==> src/hdl/fppw_pkg.sv <==
// Package for the framed packet to pulse width parser.
// Holds the shared types, codes and constants; depends on nothing.
package fppw_pkg;

  localparam int unsigned MAX_PAYLOAD_DEF = 8;
  localparam int unsigned CHANNELS_DEF    = 5;

  localparam int unsigned NUM_PULSES  = 5;
  localparam int unsigned LIGHT_IDX   = 5;
  localparam int unsigned LOCK_IDX    = 6;
  localparam int unsigned SNAP_BYTES  = 7;
  localparam int unsigned QUEUE_DEPTH = 2;

  localparam int unsigned PULSE_W    = 12;
  localparam int unsigned LIMIT_W    = 5;
  localparam int unsigned CFG_IDX_W  = 1;
  localparam int unsigned CFG_DATA_W = 8;

  localparam logic [7:0]         HEADER_RESET = 8'h55;
  localparam logic [LIMIT_W-1:0] LIMIT_RESET  = 5'd20;

  // Width for a signed byte s: 1500 + 5*s, with s = b - 256 for b >= 128.
  localparam logic [PULSE_W-1:0] PULSE_BASE     = 12'd1500;
  localparam logic [PULSE_W-1:0] PULSE_SIGN_ADJ = 12'd1280;

  localparam logic [CFG_IDX_W-1:0] CFG_IDX_HEADER = 1'b0;
  localparam logic [CFG_IDX_W-1:0] CFG_IDX_LIMIT  = 1'b1;

  typedef enum logic [1:0] {
    PH_HEADER = 2'd0,
    PH_LENGTH = 2'd1,
    PH_DATA   = 2'd2,
    PH_CHECK  = 2'd3
  } phase_t;

  typedef enum logic [1:0] {
    ST_BUSY = 2'd0,
    ST_GOOD = 2'd1,
    ST_FAIL = 2'd2
  } status_t;

  // One classified item on its way from the parser to the output stage.
  typedef struct packed {
    status_t                    status;
    logic [SNAP_BYTES-1:0][7:0] snap;
  } fppw_entry_t;

endpackage

==> src/hdl/fppw_byte_if.sv <==
// Input channel carrying one received byte per item.
// Depends on nothing.
interface fppw_byte_if;
  logic       valid;
  logic       ready;
  logic [7:0] byte_in;

  modport source (output valid, output byte_in, input ready);
  modport sink   (input valid, input byte_in, output ready);
endinterface

==> src/hdl/fppw_result_if.sv <==
// Result channel carrying status and the held thruster values.
// Depends on nothing.
interface fppw_result_if;
  logic        valid;
  logic        ready;
  logic [1:0]  status;
  logic [11:0] pulse_left_alt;
  logic [11:0] pulse_right_alt;
  logic [11:0] pulse_left_heading;
  logic [11:0] pulse_right_heading;
  logic [11:0] pulse_back_alt;
  logic [7:0]  light_code;
  logic        lock_flag;

  modport source (output valid, output status, output pulse_left_alt,
                  output pulse_right_alt, output pulse_left_heading,
                  output pulse_right_heading, output pulse_back_alt,
                  output light_code, output lock_flag, input ready);
  modport sink   (input valid, input status, input pulse_left_alt,
                  input pulse_right_alt, input pulse_left_heading,
                  input pulse_right_heading, input pulse_back_alt,
                  input light_code, input lock_flag, output ready);
endinterface

==> src/hdl/framed_packet_to_pulse_widths.sv <==
// Framed packet to pulse width parser, top level.
// Path: the item of an accepted byte goes into the queue and then into the
// output register, when nothing is waiting ahead of it in the queue.
// Throughput: one byte per cycle while the queue has room; the parser
// updates on every accepted byte, and a two-item queue lets parser and
// output stage stall separately. Reset: synchronous, active low; all
// registers but the queue storage return to defaults. Depends on fppw_pkg,
// fppw_byte_if, fppw_result_if, fppw_front, fppw_queue and fppw_back.
module framed_packet_to_pulse_widths
  import fppw_pkg::*;
#(
  parameter int unsigned MAX_PAYLOAD = MAX_PAYLOAD_DEF,
  parameter int unsigned CHANNELS    = CHANNELS_DEF
) (
  input  logic                  clk,
  input  logic                  rst_n,
  input  logic                  cfg_we,
  input  logic [CFG_IDX_W-1:0]  cfg_index,
  input  logic [CFG_DATA_W-1:0] cfg_wdata,
  fppw_byte_if.sink             in_if,
  fppw_result_if.source         out_if
);

  // Every accepted byte produces exactly one item. The parser classifies it
  // in the cycle it arrives and hands a status plus a snapshot of the first
  // payload bytes to the queue; the output stage turns good frames into
  // pulse widths and holds them, the light code and the lock flag until the next good frame.
  logic        push_valid, push_ready;
  fppw_entry_t push_data;
  logic        pop_valid, pop_ready;
  fppw_entry_t pop_data;

  fppw_front #(
    .MAX_PAYLOAD (MAX_PAYLOAD)
  ) u_front (
    .clk        (clk),
    .rst_n      (rst_n),
    .cfg_we     (cfg_we),
    .cfg_index  (cfg_index),
    .cfg_wdata  (cfg_wdata),
    .in_if      (in_if),
    .push_valid (push_valid),
    .push_ready (push_ready),
    .push_data  (push_data)
  );

  // The queue decouples the parser from output back-pressure.
  fppw_queue u_queue (
    .clk        (clk),
    .rst_n      (rst_n),
    .push_valid (push_valid),
    .push_ready (push_ready),
    .push_data  (push_data),
    .pop_valid  (pop_valid),
    .pop_ready  (pop_ready),
    .pop_data   (pop_data)
  );

  fppw_back #(
    .CHANNELS (CHANNELS)
  ) u_back (
    .clk       (clk),
    .rst_n     (rst_n),
    .pop_valid (pop_valid),
    .pop_ready (pop_ready),
    .pop_data  (pop_data),
    .out_if    (out_if)
  );

endmodule

==> src/hdl/fppw_front.sv <==
// Frame parser: accepts bytes, tracks the frame and classifies each item.
// Depends on fppw_pkg and fppw_byte_if.
module fppw_front
  import fppw_pkg::*;
#(
  parameter int unsigned MAX_PAYLOAD = MAX_PAYLOAD_DEF
) (
  input  logic                  clk,
  input  logic                  rst_n,
  input  logic                  cfg_we,
  input  logic [CFG_IDX_W-1:0]  cfg_index,
  input  logic [CFG_DATA_W-1:0] cfg_wdata,
  fppw_byte_if.sink             in_if,
  output logic                  push_valid,
  input  logic                  push_ready,
  output fppw_entry_t           push_data
);

  localparam int unsigned LW = $clog2(MAX_PAYLOAD + 1);
  localparam int unsigned IW = $clog2(MAX_PAYLOAD);

  logic [7:0]         header_r;
  logic [LIMIT_W-1:0] limit_r;

  phase_t                      phase_r, phase_nxt;
  logic [LW-1:0]               flen_r, flen_nxt;
  logic [LW-1:0]               cnt_r, cnt_nxt;
  logic [7:0]                  xor_r, xor_nxt;
  logic [LIMIT_W-1:0]          bsf_r, bsf_nxt;
  logic [MAX_PAYLOAD-1:0][7:0] store_r, store_nxt;

  logic [7:0]  b;
  logic        acc;
  logic        bad_len;
  logic        frame_end;
  logic        abort;
  logic [LW:0] cnt_inc;
  status_t     status;

  assign b          = in_if.byte_in;
  assign in_if.ready = push_ready;
  assign push_valid = in_if.valid;
  assign acc        = in_if.valid && push_ready;

  assign bad_len   = (b == 8'd0) || (b > 8'(MAX_PAYLOAD));
  assign cnt_inc   = {1'b0, cnt_r} + {{LW{1'b0}}, 1'b1};
  assign frame_end = (phase_r == PH_CHECK) || ((phase_r == PH_LENGTH) && bad_len);
  assign abort     = !frame_end && (bsf_r >= limit_r);

  // Next phase.
  always_comb begin
    phase_nxt = phase_r;
    case (phase_r)
      PH_HEADER: begin
        if (b == header_r) phase_nxt = PH_LENGTH;
      end
      PH_LENGTH: begin
        phase_nxt = bad_len ? PH_HEADER : PH_DATA;
      end
      PH_DATA: begin
        if (cnt_inc >= {1'b0, flen_r}) phase_nxt = PH_CHECK;
      end
      PH_CHECK: begin
        phase_nxt = PH_HEADER;
      end
      default: begin
        phase_nxt = PH_HEADER;
      end
    endcase
    if (abort) phase_nxt = PH_HEADER;
  end

  // Counters, payload capture and classification.
  always_comb begin
    flen_nxt  = flen_r;
    cnt_nxt   = cnt_r;
    xor_nxt   = xor_r;
    bsf_nxt   = bsf_r;
    store_nxt = store_r;
    status    = ST_BUSY;
    case (phase_r)
      PH_HEADER: begin
      end
      PH_LENGTH: begin
        if (bad_len) begin
          status = ST_FAIL;
        end else begin
          flen_nxt = b[LW-1:0];
        end
      end
      PH_DATA: begin
        if (cnt_r < LW'(MAX_PAYLOAD)) store_nxt[cnt_r[IW-1:0]] = b;
        if (cnt_inc < {1'b0, flen_r}) xor_nxt = xor_r ^ b;
        cnt_nxt = cnt_inc[LW-1:0];
      end
      PH_CHECK: begin
        status = (xor_r == b) ? ST_GOOD : ST_FAIL;
      end
      default: begin
      end
    endcase
    if (frame_end || abort) begin
      cnt_nxt = '0;
      xor_nxt = '0;
      bsf_nxt = '0;
    end else begin
      bsf_nxt = bsf_r + LIMIT_W'(1);
    end
    if (abort) status = ST_FAIL;
  end

  always_comb begin
    push_data.status = status;
    for (int i = 0; i < SNAP_BYTES; i++) begin
      push_data.snap[i] = store_r[i];
    end
  end

  always_ff @(posedge clk) begin
    if (!rst_n) begin
      header_r <= HEADER_RESET;
      limit_r  <= LIMIT_RESET;
    end else if (cfg_we) begin
      case (cfg_index)
        CFG_IDX_HEADER: header_r <= cfg_wdata;
        CFG_IDX_LIMIT:  limit_r  <= cfg_wdata[LIMIT_W-1:0];
        default: begin
        end
      endcase
    end
  end

  always_ff @(posedge clk) begin
    if (!rst_n) begin
      phase_r <= PH_HEADER;
      flen_r  <= '0;
      cnt_r   <= '0;
      xor_r   <= '0;
      bsf_r   <= '0;
      store_r <= '0;
    end else if (acc) begin
      phase_r <= phase_nxt;
      flen_r  <= flen_nxt;
      cnt_r   <= cnt_nxt;
      xor_r   <= xor_nxt;
      bsf_r   <= bsf_nxt;
      store_r <= store_nxt;
    end
  end

  a_check_ends_frame: assert property (@(posedge clk) disable iff (!rst_n)
    (acc && phase_r == PH_CHECK) |=> (phase_r == PH_HEADER && bsf_r == '0 && cnt_r == '0))
    else $error("check byte did not return the parser to header wait");

  a_limit_aborts: assert property (@(posedge clk) disable iff (!rst_n)
    (acc && phase_r != PH_CHECK && bsf_r >= limit_r) |-> (push_data.status == ST_FAIL))
    else $error("byte limit reached without an abort");

  a_data_in_range: assert property (@(posedge clk) disable iff (!rst_n)
    (phase_r == PH_DATA) |-> (cnt_r < flen_r))
    else $error("payload count ran past the frame length");

endmodule

==> src/hdl/fppw_queue.sv <==
// Short item queue between the parser and the output stage.
// Depends on fppw_pkg.
module fppw_queue
  import fppw_pkg::*;
(
  input  logic        clk,
  input  logic        rst_n,
  input  logic        push_valid,
  output logic        push_ready,
  input  fppw_entry_t push_data,
  output logic        pop_valid,
  input  logic        pop_ready,
  output fppw_entry_t pop_data
);

  localparam int unsigned PW = (QUEUE_DEPTH > 1) ? $clog2(QUEUE_DEPTH) : 1;
  localparam int unsigned CW = $clog2(QUEUE_DEPTH + 1);

  fppw_entry_t mem_r [QUEUE_DEPTH];
  logic [PW-1:0] wr_ptr_r, rd_ptr_r;
  logic [CW-1:0] count_r;
  logic          push, pop;

  assign push_ready = (count_r != CW'(QUEUE_DEPTH));
  assign pop_valid  = (count_r != '0);
  assign pop_data   = mem_r[rd_ptr_r];
  assign push       = push_valid && push_ready;
  assign pop        = pop_valid && pop_ready;

  function automatic logic [PW-1:0] ptr_inc(input logic [PW-1:0] p);
    return (p == PW'(QUEUE_DEPTH - 1)) ? '0 : p + PW'(1);
  endfunction

  always_ff @(posedge clk) begin
    if (push) mem_r[wr_ptr_r] <= push_data;
  end

  always_ff @(posedge clk) begin
    if (!rst_n) begin
      wr_ptr_r <= '0;
      rd_ptr_r <= '0;
      count_r  <= '0;
    end else begin
      if (push) wr_ptr_r <= ptr_inc(wr_ptr_r);
      if (pop)  rd_ptr_r <= ptr_inc(rd_ptr_r);
      if (push && !pop)      count_r <= count_r + CW'(1);
      else if (pop && !push) count_r <= count_r - CW'(1);
    end
  end

  a_count_bound: assert property (@(posedge clk) disable iff (!rst_n)
    count_r <= CW'(QUEUE_DEPTH))
    else $error("queue count beyond its depth");

  a_push_pop_count: assert property (@(posedge clk) disable iff (!rst_n)
    (push && pop) |=> $stable(count_r))
    else $error("simultaneous push and pop changed the count");

  a_full_no_push: assert property (@(posedge clk) disable iff (!rst_n)
    (count_r == CW'(QUEUE_DEPTH)) |-> !push)
    else $error("item pushed into a full queue");

endmodule

==> src/hdl/fppw_back.sv <==
// Output stage: latches pulse widths on good frames and holds the result.
// Depends on fppw_pkg and fppw_result_if.
module fppw_back
  import fppw_pkg::*;
#(
  parameter int unsigned CHANNELS = CHANNELS_DEF
) (
  input  logic          clk,
  input  logic          rst_n,
  input  logic          pop_valid,
  output logic          pop_ready,
  input  fppw_entry_t   pop_data,
  fppw_result_if.source out_if
);

  logic                             out_valid_r;
  status_t                          status_r;
  logic [NUM_PULSES-1:0][PULSE_W-1:0] pulse_r, pulse_nxt;
  logic [7:0]                       light_r;
  logic                             lock_r;
  logic                             pop;

  assign pop_ready = !out_valid_r || out_if.ready;
  assign pop       = pop_valid && pop_ready;

  // 5*b as a shift and add, less 1280 when the byte is negative.
  always_comb begin
    for (int i = 0; i < NUM_PULSES; i++) begin
      if (i < CHANNELS) begin
        pulse_nxt[i] = PULSE_BASE + {2'b00, pop_data.snap[i], 2'b00}
                     + {4'b0000, pop_data.snap[i]}
                     - (pop_data.snap[i][7] ? PULSE_SIGN_ADJ : '0);
      end else begin
        pulse_nxt[i] = '0;
      end
    end
  end

  always_ff @(posedge clk) begin
    if (!rst_n) begin
      out_valid_r <= 1'b0;
      status_r    <= ST_BUSY;
      pulse_r     <= '0;
      light_r     <= '0;
      lock_r      <= 1'b0;
    end else if (pop) begin
      out_valid_r <= 1'b1;
      status_r    <= pop_data.status;
      if (pop_data.status == ST_GOOD) begin
        pulse_r <= pulse_nxt;
        light_r <= pop_data.snap[LIGHT_IDX];
        lock_r  <= (pop_data.snap[LOCK_IDX] != 8'd0);
      end
    end else if (out_if.ready) begin
      out_valid_r <= 1'b0;
    end
  end

  assign out_if.valid               = out_valid_r;
  assign out_if.status              = status_r;
  assign out_if.pulse_left_alt      = pulse_r[0];
  assign out_if.pulse_right_alt     = pulse_r[1];
  assign out_if.pulse_left_heading  = pulse_r[2];
  assign out_if.pulse_right_heading = pulse_r[3];
  assign out_if.pulse_back_alt      = pulse_r[4];
  assign out_if.light_code          = light_r;
  assign out_if.lock_flag           = lock_r;

  a_good_shows: assert property (@(posedge clk) disable iff (!rst_n)
    (pop && pop_data.status == ST_GOOD) |=> (out_valid_r && status_r == ST_GOOD))
    else $error("good frame did not reach the output register");

  a_hold_while_stalled: assert property (@(posedge clk) disable iff (!rst_n)
    (out_valid_r && !out_if.ready) |=>
      (out_valid_r && $stable(status_r) && $stable(pulse_r)))
    else $error("result item changed while waiting for the receiver");

  a_fail_keeps_pulses: assert property (@(posedge clk) disable iff (!rst_n)
    (pop && pop_data.status != ST_GOOD) |=> $stable(pulse_r))
    else $error("pulse widths changed without a good frame");

endmodule

==> src/flat_wrapper.sv <==
// flat-port wrapper written by rule: the top's interface ports become plain ports
module framed_packet_to_pulse_widths_flat import fppw_pkg::*;
#(
  parameter int unsigned MAX_PAYLOAD = MAX_PAYLOAD_DEF,
  parameter int unsigned CHANNELS    = CHANNELS_DEF
)
  (clk, rst_n, cfg_we, cfg_index, cfg_wdata, in_if_valid, in_if_byte_in, in_if_ready, out_if_valid, out_if_status, out_if_pulse_left_alt, out_if_pulse_right_alt, out_if_pulse_left_heading, out_if_pulse_right_heading, out_if_pulse_back_alt, out_if_light_code, out_if_lock_flag, out_if_ready);
  fppw_byte_if in_if_i ();
  fppw_result_if out_if_i ();
  input  logic clk;
  input  logic rst_n;
  input  logic cfg_we;
  input  logic [CFG_IDX_W-1:0] cfg_index;
  input  logic [CFG_DATA_W-1:0] cfg_wdata;
  input wire logic [$bits(in_if_i.valid)-1:0] in_if_valid;
  input wire logic [$bits(in_if_i.byte_in)-1:0] in_if_byte_in;
  output wire logic [$bits(in_if_i.ready)-1:0] in_if_ready;
  output wire logic [$bits(out_if_i.valid)-1:0] out_if_valid;
  output wire logic [$bits(out_if_i.status)-1:0] out_if_status;
  output wire logic [$bits(out_if_i.pulse_left_alt)-1:0] out_if_pulse_left_alt;
  output wire logic [$bits(out_if_i.pulse_right_alt)-1:0] out_if_pulse_right_alt;
  output wire logic [$bits(out_if_i.pulse_left_heading)-1:0] out_if_pulse_left_heading;
  output wire logic [$bits(out_if_i.pulse_right_heading)-1:0] out_if_pulse_right_heading;
  output wire logic [$bits(out_if_i.pulse_back_alt)-1:0] out_if_pulse_back_alt;
  output wire logic [$bits(out_if_i.light_code)-1:0] out_if_light_code;
  output wire logic [$bits(out_if_i.lock_flag)-1:0] out_if_lock_flag;
  input wire logic [$bits(out_if_i.ready)-1:0] out_if_ready;
  assign in_if_i.valid = in_if_valid;
  assign in_if_i.byte_in = in_if_byte_in;
  assign in_if_ready = in_if_i.ready;
  assign out_if_valid = out_if_i.valid;
  assign out_if_status = out_if_i.status;
  assign out_if_pulse_left_alt = out_if_i.pulse_left_alt;
  assign out_if_pulse_right_alt = out_if_i.pulse_right_alt;
  assign out_if_pulse_left_heading = out_if_i.pulse_left_heading;
  assign out_if_pulse_right_heading = out_if_i.pulse_right_heading;
  assign out_if_pulse_back_alt = out_if_i.pulse_back_alt;
  assign out_if_light_code = out_if_i.light_code;
  assign out_if_lock_flag = out_if_i.lock_flag;
  assign out_if_i.ready = out_if_ready;
  framed_packet_to_pulse_widths #(.MAX_PAYLOAD(MAX_PAYLOAD), .CHANNELS(CHANNELS)) u_core (.clk(clk), .rst_n(rst_n), .cfg_we(cfg_we), .cfg_index(cfg_index), .cfg_wdata(cfg_wdata), .in_if(in_if_i), .out_if(out_if_i));
endmodule
==> config.mk <==
export PLATFORM = sky130hd
export DESIGN_NAME = framed_packet_to_pulse_widths_flat
export DESIGN_NICKNAME = d
export VERILOG_FILES = /design/src/hdl/fppw_pkg.sv /design/src/hdl/fppw_byte_if.sv /design/src/hdl/fppw_result_if.sv /design/src/hdl/framed_packet_to_pulse_widths.sv /design/src/hdl/fppw_front.sv /design/src/hdl/fppw_queue.sv /design/src/hdl/fppw_back.sv /design/src/flat_wrapper.sv
export SDC_FILE = /design/constraint.sdc
export NUM_CORES = 1
export LEC_CHECK = 0
export BUFFER_PORTS_ARGS = -buffer_cell sky130_fd_sc_hd__buf_4
export CAP_MARGIN = 20
export CORE_MARGIN = 3
export CORE_UTILIZATION = 35
export CTS_CLUSTER_SIZE = 20
export DETAILED_ROUTE_END_ITERATION = 12
export GPL_TIMING_DRIVEN = 0
export PLACE_DENSITY = 0.51
export SYNTH_ARGS = -nofsm -noshare
export SYNTH_HDL_FRONTEND = slang
export SYNTH_SLANG_ARGS = --single-unit
==> constraint.sdc <==
create_clock -name clk -period 11.11 [get_ports clk]
set_clock_uncertainty 0.1 [all_clocks]
set_input_delay 1.111 -clock clk [delete_from_list [all_inputs] [get_ports clk]]
set_output_delay 1.111 -clock clk [all_outputs]
set_load 0.1 [all_outputs]
# Yosys cells after proc, flatten, opt, wreduce, memory -nomap -nowiden
# Memories as Yosys holds them, arrays and structs flattened. A register that Yosys moved wholly into a read port is not among the register bits.
# Index checks and enable logic that the tools add are counted.
# Widths: inputs -> output; s select.
[word_totals]
ff_bits = 176
rom_bits = 0
in_bits = 22
ram_bits = 116
mem_count = 1
latchBits = 0
out_inout_bits = 73
[op_classes]
div = 0
bitwise_logic = 3
magnitude_cmp = 7
multipliers = 0
n_reduce_logical = 31
n_shift = 0
add_sub_neg = 21
eq_ne = 9
muxes = 33
[mem_list]
columns = ["memory", "words", "width", "read_ports", "rd_clocked_by_memory_dff", "write_ports", "line_no", "text"]
rows = [
  ["u_core.u_queue.mem_r", 2, 58, 1, 1, 1, "fppw_queue.sv:19", "fppw_entry_t mem_r [QUEUE_DEPTH];"],
]
[op_table]
columns = ["operator", "count"]
rows = [
  ["$bwmux 64", 1],
  ["$add 11x10->12 const A", 5],
  ["$add 12x8->12", 5],
  ["$sub 12x11->12", 5],
  ["$mux 11", 5],
  ["$mux 8", 4],
  ["$demux 8 s3", 1],
  ["$mux 2", 9],
  ["$eq 8x8->1", 2],
  ["$reduce_and 3->1", 4],
  ["$reduce_bool 2->1", 5],
  ["$gt 8x4->1 const B", 1],
  ["$logic_not 8->1", 1],
  ["$mux 1", 8],
  ["$mux 4", 2],
  ["$pmux 2 s4", 1],
  ["$reduce_and 2->1", 4],
  ["$reduce_bool 8->1", 1],
  ["$xor 8x8->8", 1],
  ["$logic_and 1x1->1", 7],
  ["$ne 3x3->1 const B", 2],
  ["$add 4x1->5 const B", 1],
  ["$add 5x1->5 const B", 1],
  ["$ge 5x4->1", 1],
  ["other kinds (17)", 27],
]

# Depth between registers and ports, before layout
[logic_depth]
word_depth = 9
ltp_mapped = 14
ltp_nobuf = 11

# By module
# Synthesis repeated with hierarchy kept, for this count alone.
[unflattened]
cells_unflattened = 1309
hier_area_um2 = 13872.1
[modules_own_cells]
columns = ["mod", "instances", "area_each_um2", "cells_each"]
rows = [
  ["fppw_back", 1, 5372.7, 654],
  ["fppw_queue", 1, 4424.2, 204],
  ["fppw_front", 1, 4075.2, 451],
]

# Worst setup path after synthesis
# OpenSTA, ideal clock, no wires.
[synth_timing]
path_kind = "in2reg"
from = "in in_if_valid"
to = "mem u_core.u_queue.mem_r[0][0] (netlist name), enable pin"
setup_slack_ps = 6632
path_stages = 3
required_ps = 10536
path_buffers = 1
arrival_time_ps = 3904
cell_sequence = "nand2_1 > clkbuf_1 > nor2_1"
[synth_via]
elab_chain_len = 3
[synth_lines]
columns = ["element", "line_no", "text"]
rows = [
  ["start: declaration", "flat_wrapper.sv:15", "input wire logic [$bits(in_if_i.valid)-1:0] in_if_valid;"],
  ["$logic_and 1x1->1", "fppw_queue.sv:27", "assign push = push_valid && push_ready;"],
  ["$mux 1", "fppw_queue.sv:35", "if (push) mem_r[wr_ptr_r] <= push_data;"],
  ["$mux 1 (implied by the code)", "fppw_queue.sv:35", ""],
  ["end: declaration", "fppw_queue.sv:19", ""],
]
# No other way between the ends.

==> impl_metrics.csv <==
group,metric,value,unit
timing,setup_total_negative_slack,0,ps
die,io_pins,95,
drt,postRouteWirelength,36200,um
grt,grtUsageTotal,0.175,
logic_synthesis,synth.most_common_cell,"dfxtp_1",
place,place.gp.congestion,0.842,
finish,layout.nets,1536,
critical_path,critical_path_required,11440,ps
power_and_ir_drop,totalPowerFinal,0.00475,W
drt,drt_iter0_drc,486,
logic_synthesis,synth_largest_area_cell,"edfxtp_1",
timing,report.final.slew_viol_count,0,
die,design.core.area,37800,sq um
timing,worst_slew_pin_slew,1110,ps
timing,setup_repair_after_global_routing_missed_its_margin,"no",
timing,finalHoldViolCount,0,
critical_path,critical_path.endpoint_type,"flop",
clock_network,cts_sinks,285,
power_and_ir_drop,ir_drop,0.129,mV
logic_synthesis,synth_seq_cells,285,
die,initial_util,0.355,
critical_path,timing.critical_path.fanout_max,10,
logic_synthesis,number_of_enable_type_register_cells_in_the_synthesized_netlist,116,
die,floorplan_row_count,71,
logic_synthesis,yosys_warnings,0,
grt,grt_pass1_wl,54900,um
finish,layout.filler_cells,3709,
logic_synthesis,post_synth_arst_share,0,
finish,synthesis_to_layout_area_growth,18.2,%
clock_network,maximum_level_of_the_cts_h_tree,1,
power_and_ir_drop,pwr_density_cell,300,nW/um^2
critical_path,critPathArrivalTime,5310,ps
clock_network,cts_tree,"done",
place,detailed_place_hpwl,26000,um
grt,antenna_found_initial,0,
clock_network,cts_post_setup_buffers_inserted,0,
die,die_width,202,um
grt,vias_in_the_first_global_route,9246,
finish,design_area,15900,sq um
worst_hold_path,worst_min_path_class,"reg -> reg",
logic_synthesis,synth_area_per_cell,10.5,sq um
timing,highest_clock_frequency_the_design_can_meet,0.201,GHz
critical_path,cp-start-kind,"flop",
drt,detailedRoute.firstPassIterationCount,5,
drt,route.detailed.vias_per_inst,4.96,
timing,timing.final.setup_violations,0,
clock_network,cts-buffers-inserted,31,
clock_network,cts_hold_repair.buffers,0,
critical_path,timing.setup.critical_path_class,"reg -> reg",
drt,route.detailed.drc,0,
clock_network,clock_path_buffers,3,
grt,grt_max_degree,49,
clock_network,cts-resized-gates,0,
clock_network,clkTransAtPathRegs,60,ps
clock_network,cts.root.buffer_cell,"clkbuf_16",
outcome,run_status,"completed",
timing,final_period_minus_worst_setup_slack,4980,ps
die,die_h,202,um
drt,drt.antenna.violating_nets,0,
place,placement.io_buffers,94,
logic_synthesis,ys_seq_area_frac,0.512,
logic_synthesis,ys_types,59,
logic_synthesis,synth_area,13400,sq um
finish,antenna_cells_inserted,0,
power_and_ir_drop,power.static_leakage,6.19,nW
place,post_place_instance_area,14800,sq um
timing,timing.max_slew.rel_slack,0.239,
logic_synthesis,synth_top_cells_by_area,"edfxtp_1 (26%), dfxtp_1 (25%), ha_1 (8.1%)",
timing,setup_slack,6130,ps
logic_synthesis,syn-instance-count,1281,
logic_synthesis,synthTopCellsByCount,"dfxtp_1 (169), edfxtp_1 (116), inv_1 (105), mux2i_1 (105), nand2_1 (104)",
logic_synthesis,syn-num-nets,1405,
clock_network,clk_latency,580,ps
run,timing.max_cap.violations,0,
logic_synthesis,synth_top_area_frac,0.260,
drt,post_drt_wl_per_cell,18.6,um
logic_synthesis,synthFlopType,"dfxtp_1",
die,fp.dieArea,40700,sq um
timing,final_min_period_over_clock_period,0.448,
place,place_ws,6140,ps
grt,grt_overflow,0,
finish,final_layout_size_suffix_gt1_frac,0.120,
drt,num_vias,9661,
[cell families (layout without fill, tap and decap cells)]
kind of cell	Yosys count	count (layout)	share of synthesized area
buffers and inverters	166	322	0.0474
AOI/OAI and AO/OA	214	214	0.102
xor gates and xnor gates	30	30	0.0196
adders and majority gates	102	102	0.104
and+or+nand+nor	374	374	0.132
muxes	110	110	0.0826
DFF	285	285	0.512
[critical path, cell delays in order, from the launching register on]
cell and delay (ps):
dfxtp_1 300, buf_2 300, buf_1 620, buf_1 690
buf_2 480, mux2i_1 310, ha_1 210, fa_1 420
inv_1 70, ha_1 270, nand3_1 110, o211ai_1 150
o41ai_1 510, xnor2_1 200, a21oi_1 90
[final timing paths]
kind	start	end	slack [ps]	cells past startpoint
worst max-delay path	flop	u_core.u_back.out_if.pulse_left_alt[9]	6130	14
worst min-delay path	u_core.u_front.push_data[53]	u_core.u_queue.mem_r[1][53]	350	0
worst max register to register	flop	u_core.u_back.out_if.pulse_left_alt[9]	6130	14
worst min register to register	u_core.u_front.push_data[53]	u_core.u_queue.mem_r[1][53]	350	0
[state kept, by name (all words and copies together), names as in the netlist, 8 cells and up, named ones only]
register,cells
u_core.u_back.out_if.light_code,8
u_core.u_back.out_if.pulse_back_alt,12
u_core.u_back.out_if.pulse_left_alt,12
u_core.u_back.out_if.pulse_left_heading,12
u_core.u_back.out_if.pulse_right_alt,12
u_core.u_back.out_if.pulse_right_heading,12
u_core.u_front.header_r,8
u_core.u_front.push_data,56
u_core.u_front.xor_r,8
u_core.u_queue.mem_r,116
[layout make-up]
cell class	count	area, sq um	share of cell area
flip-flops and latches	285	6870	0.433
multi-input cells	830	5920	0.373
clock buffers	45	901	0.0568
repair buffers	98	781	0.0492
well taps	511	639	0.0403
inverters	107	402	0.0253
plain buffers	59	234	0.0148
clock inverters	13	113	0.00710
[through the flow]
stage	hold WS, ps	util	cells
6_report	346	0.420	1948
5_1_grt	369	0.420	1948
4_1_cts	347	0.420	1948
3_5_place_dp	337	0.393	1890
3_3_place_gp	331	0.391	1886
2_1_floorplan	325	-	1281
[per-layer routing]
layer	track usage	vias to the layer above	part of all wire
li1	-	4795	-
met1	0.249	4562	0.48
met2	0.281	251	0.45
met3	0.0259	53	0.049
met4	0.0424	0	0.024
met5	0	-	0
[cell usage in the layout (no fill, tap or decap), drive strengths merged, types with 70 or more instances in the layout]
cell type and n:
a21oi 74, ha 87, nor2 96, buf 114, nand2 104, inv 109
edfxtp 116, dfxtp 169, clkbuf 88, mux2i 105, nand3 70
[power by group]
group,internal [W],switching [W]
Sequential,0.00124,0.0000609
Clock,0.000588,0.000425
Combinational,0.000793,0.00165
Note: power is estimated with default switching activity, not from simulation.
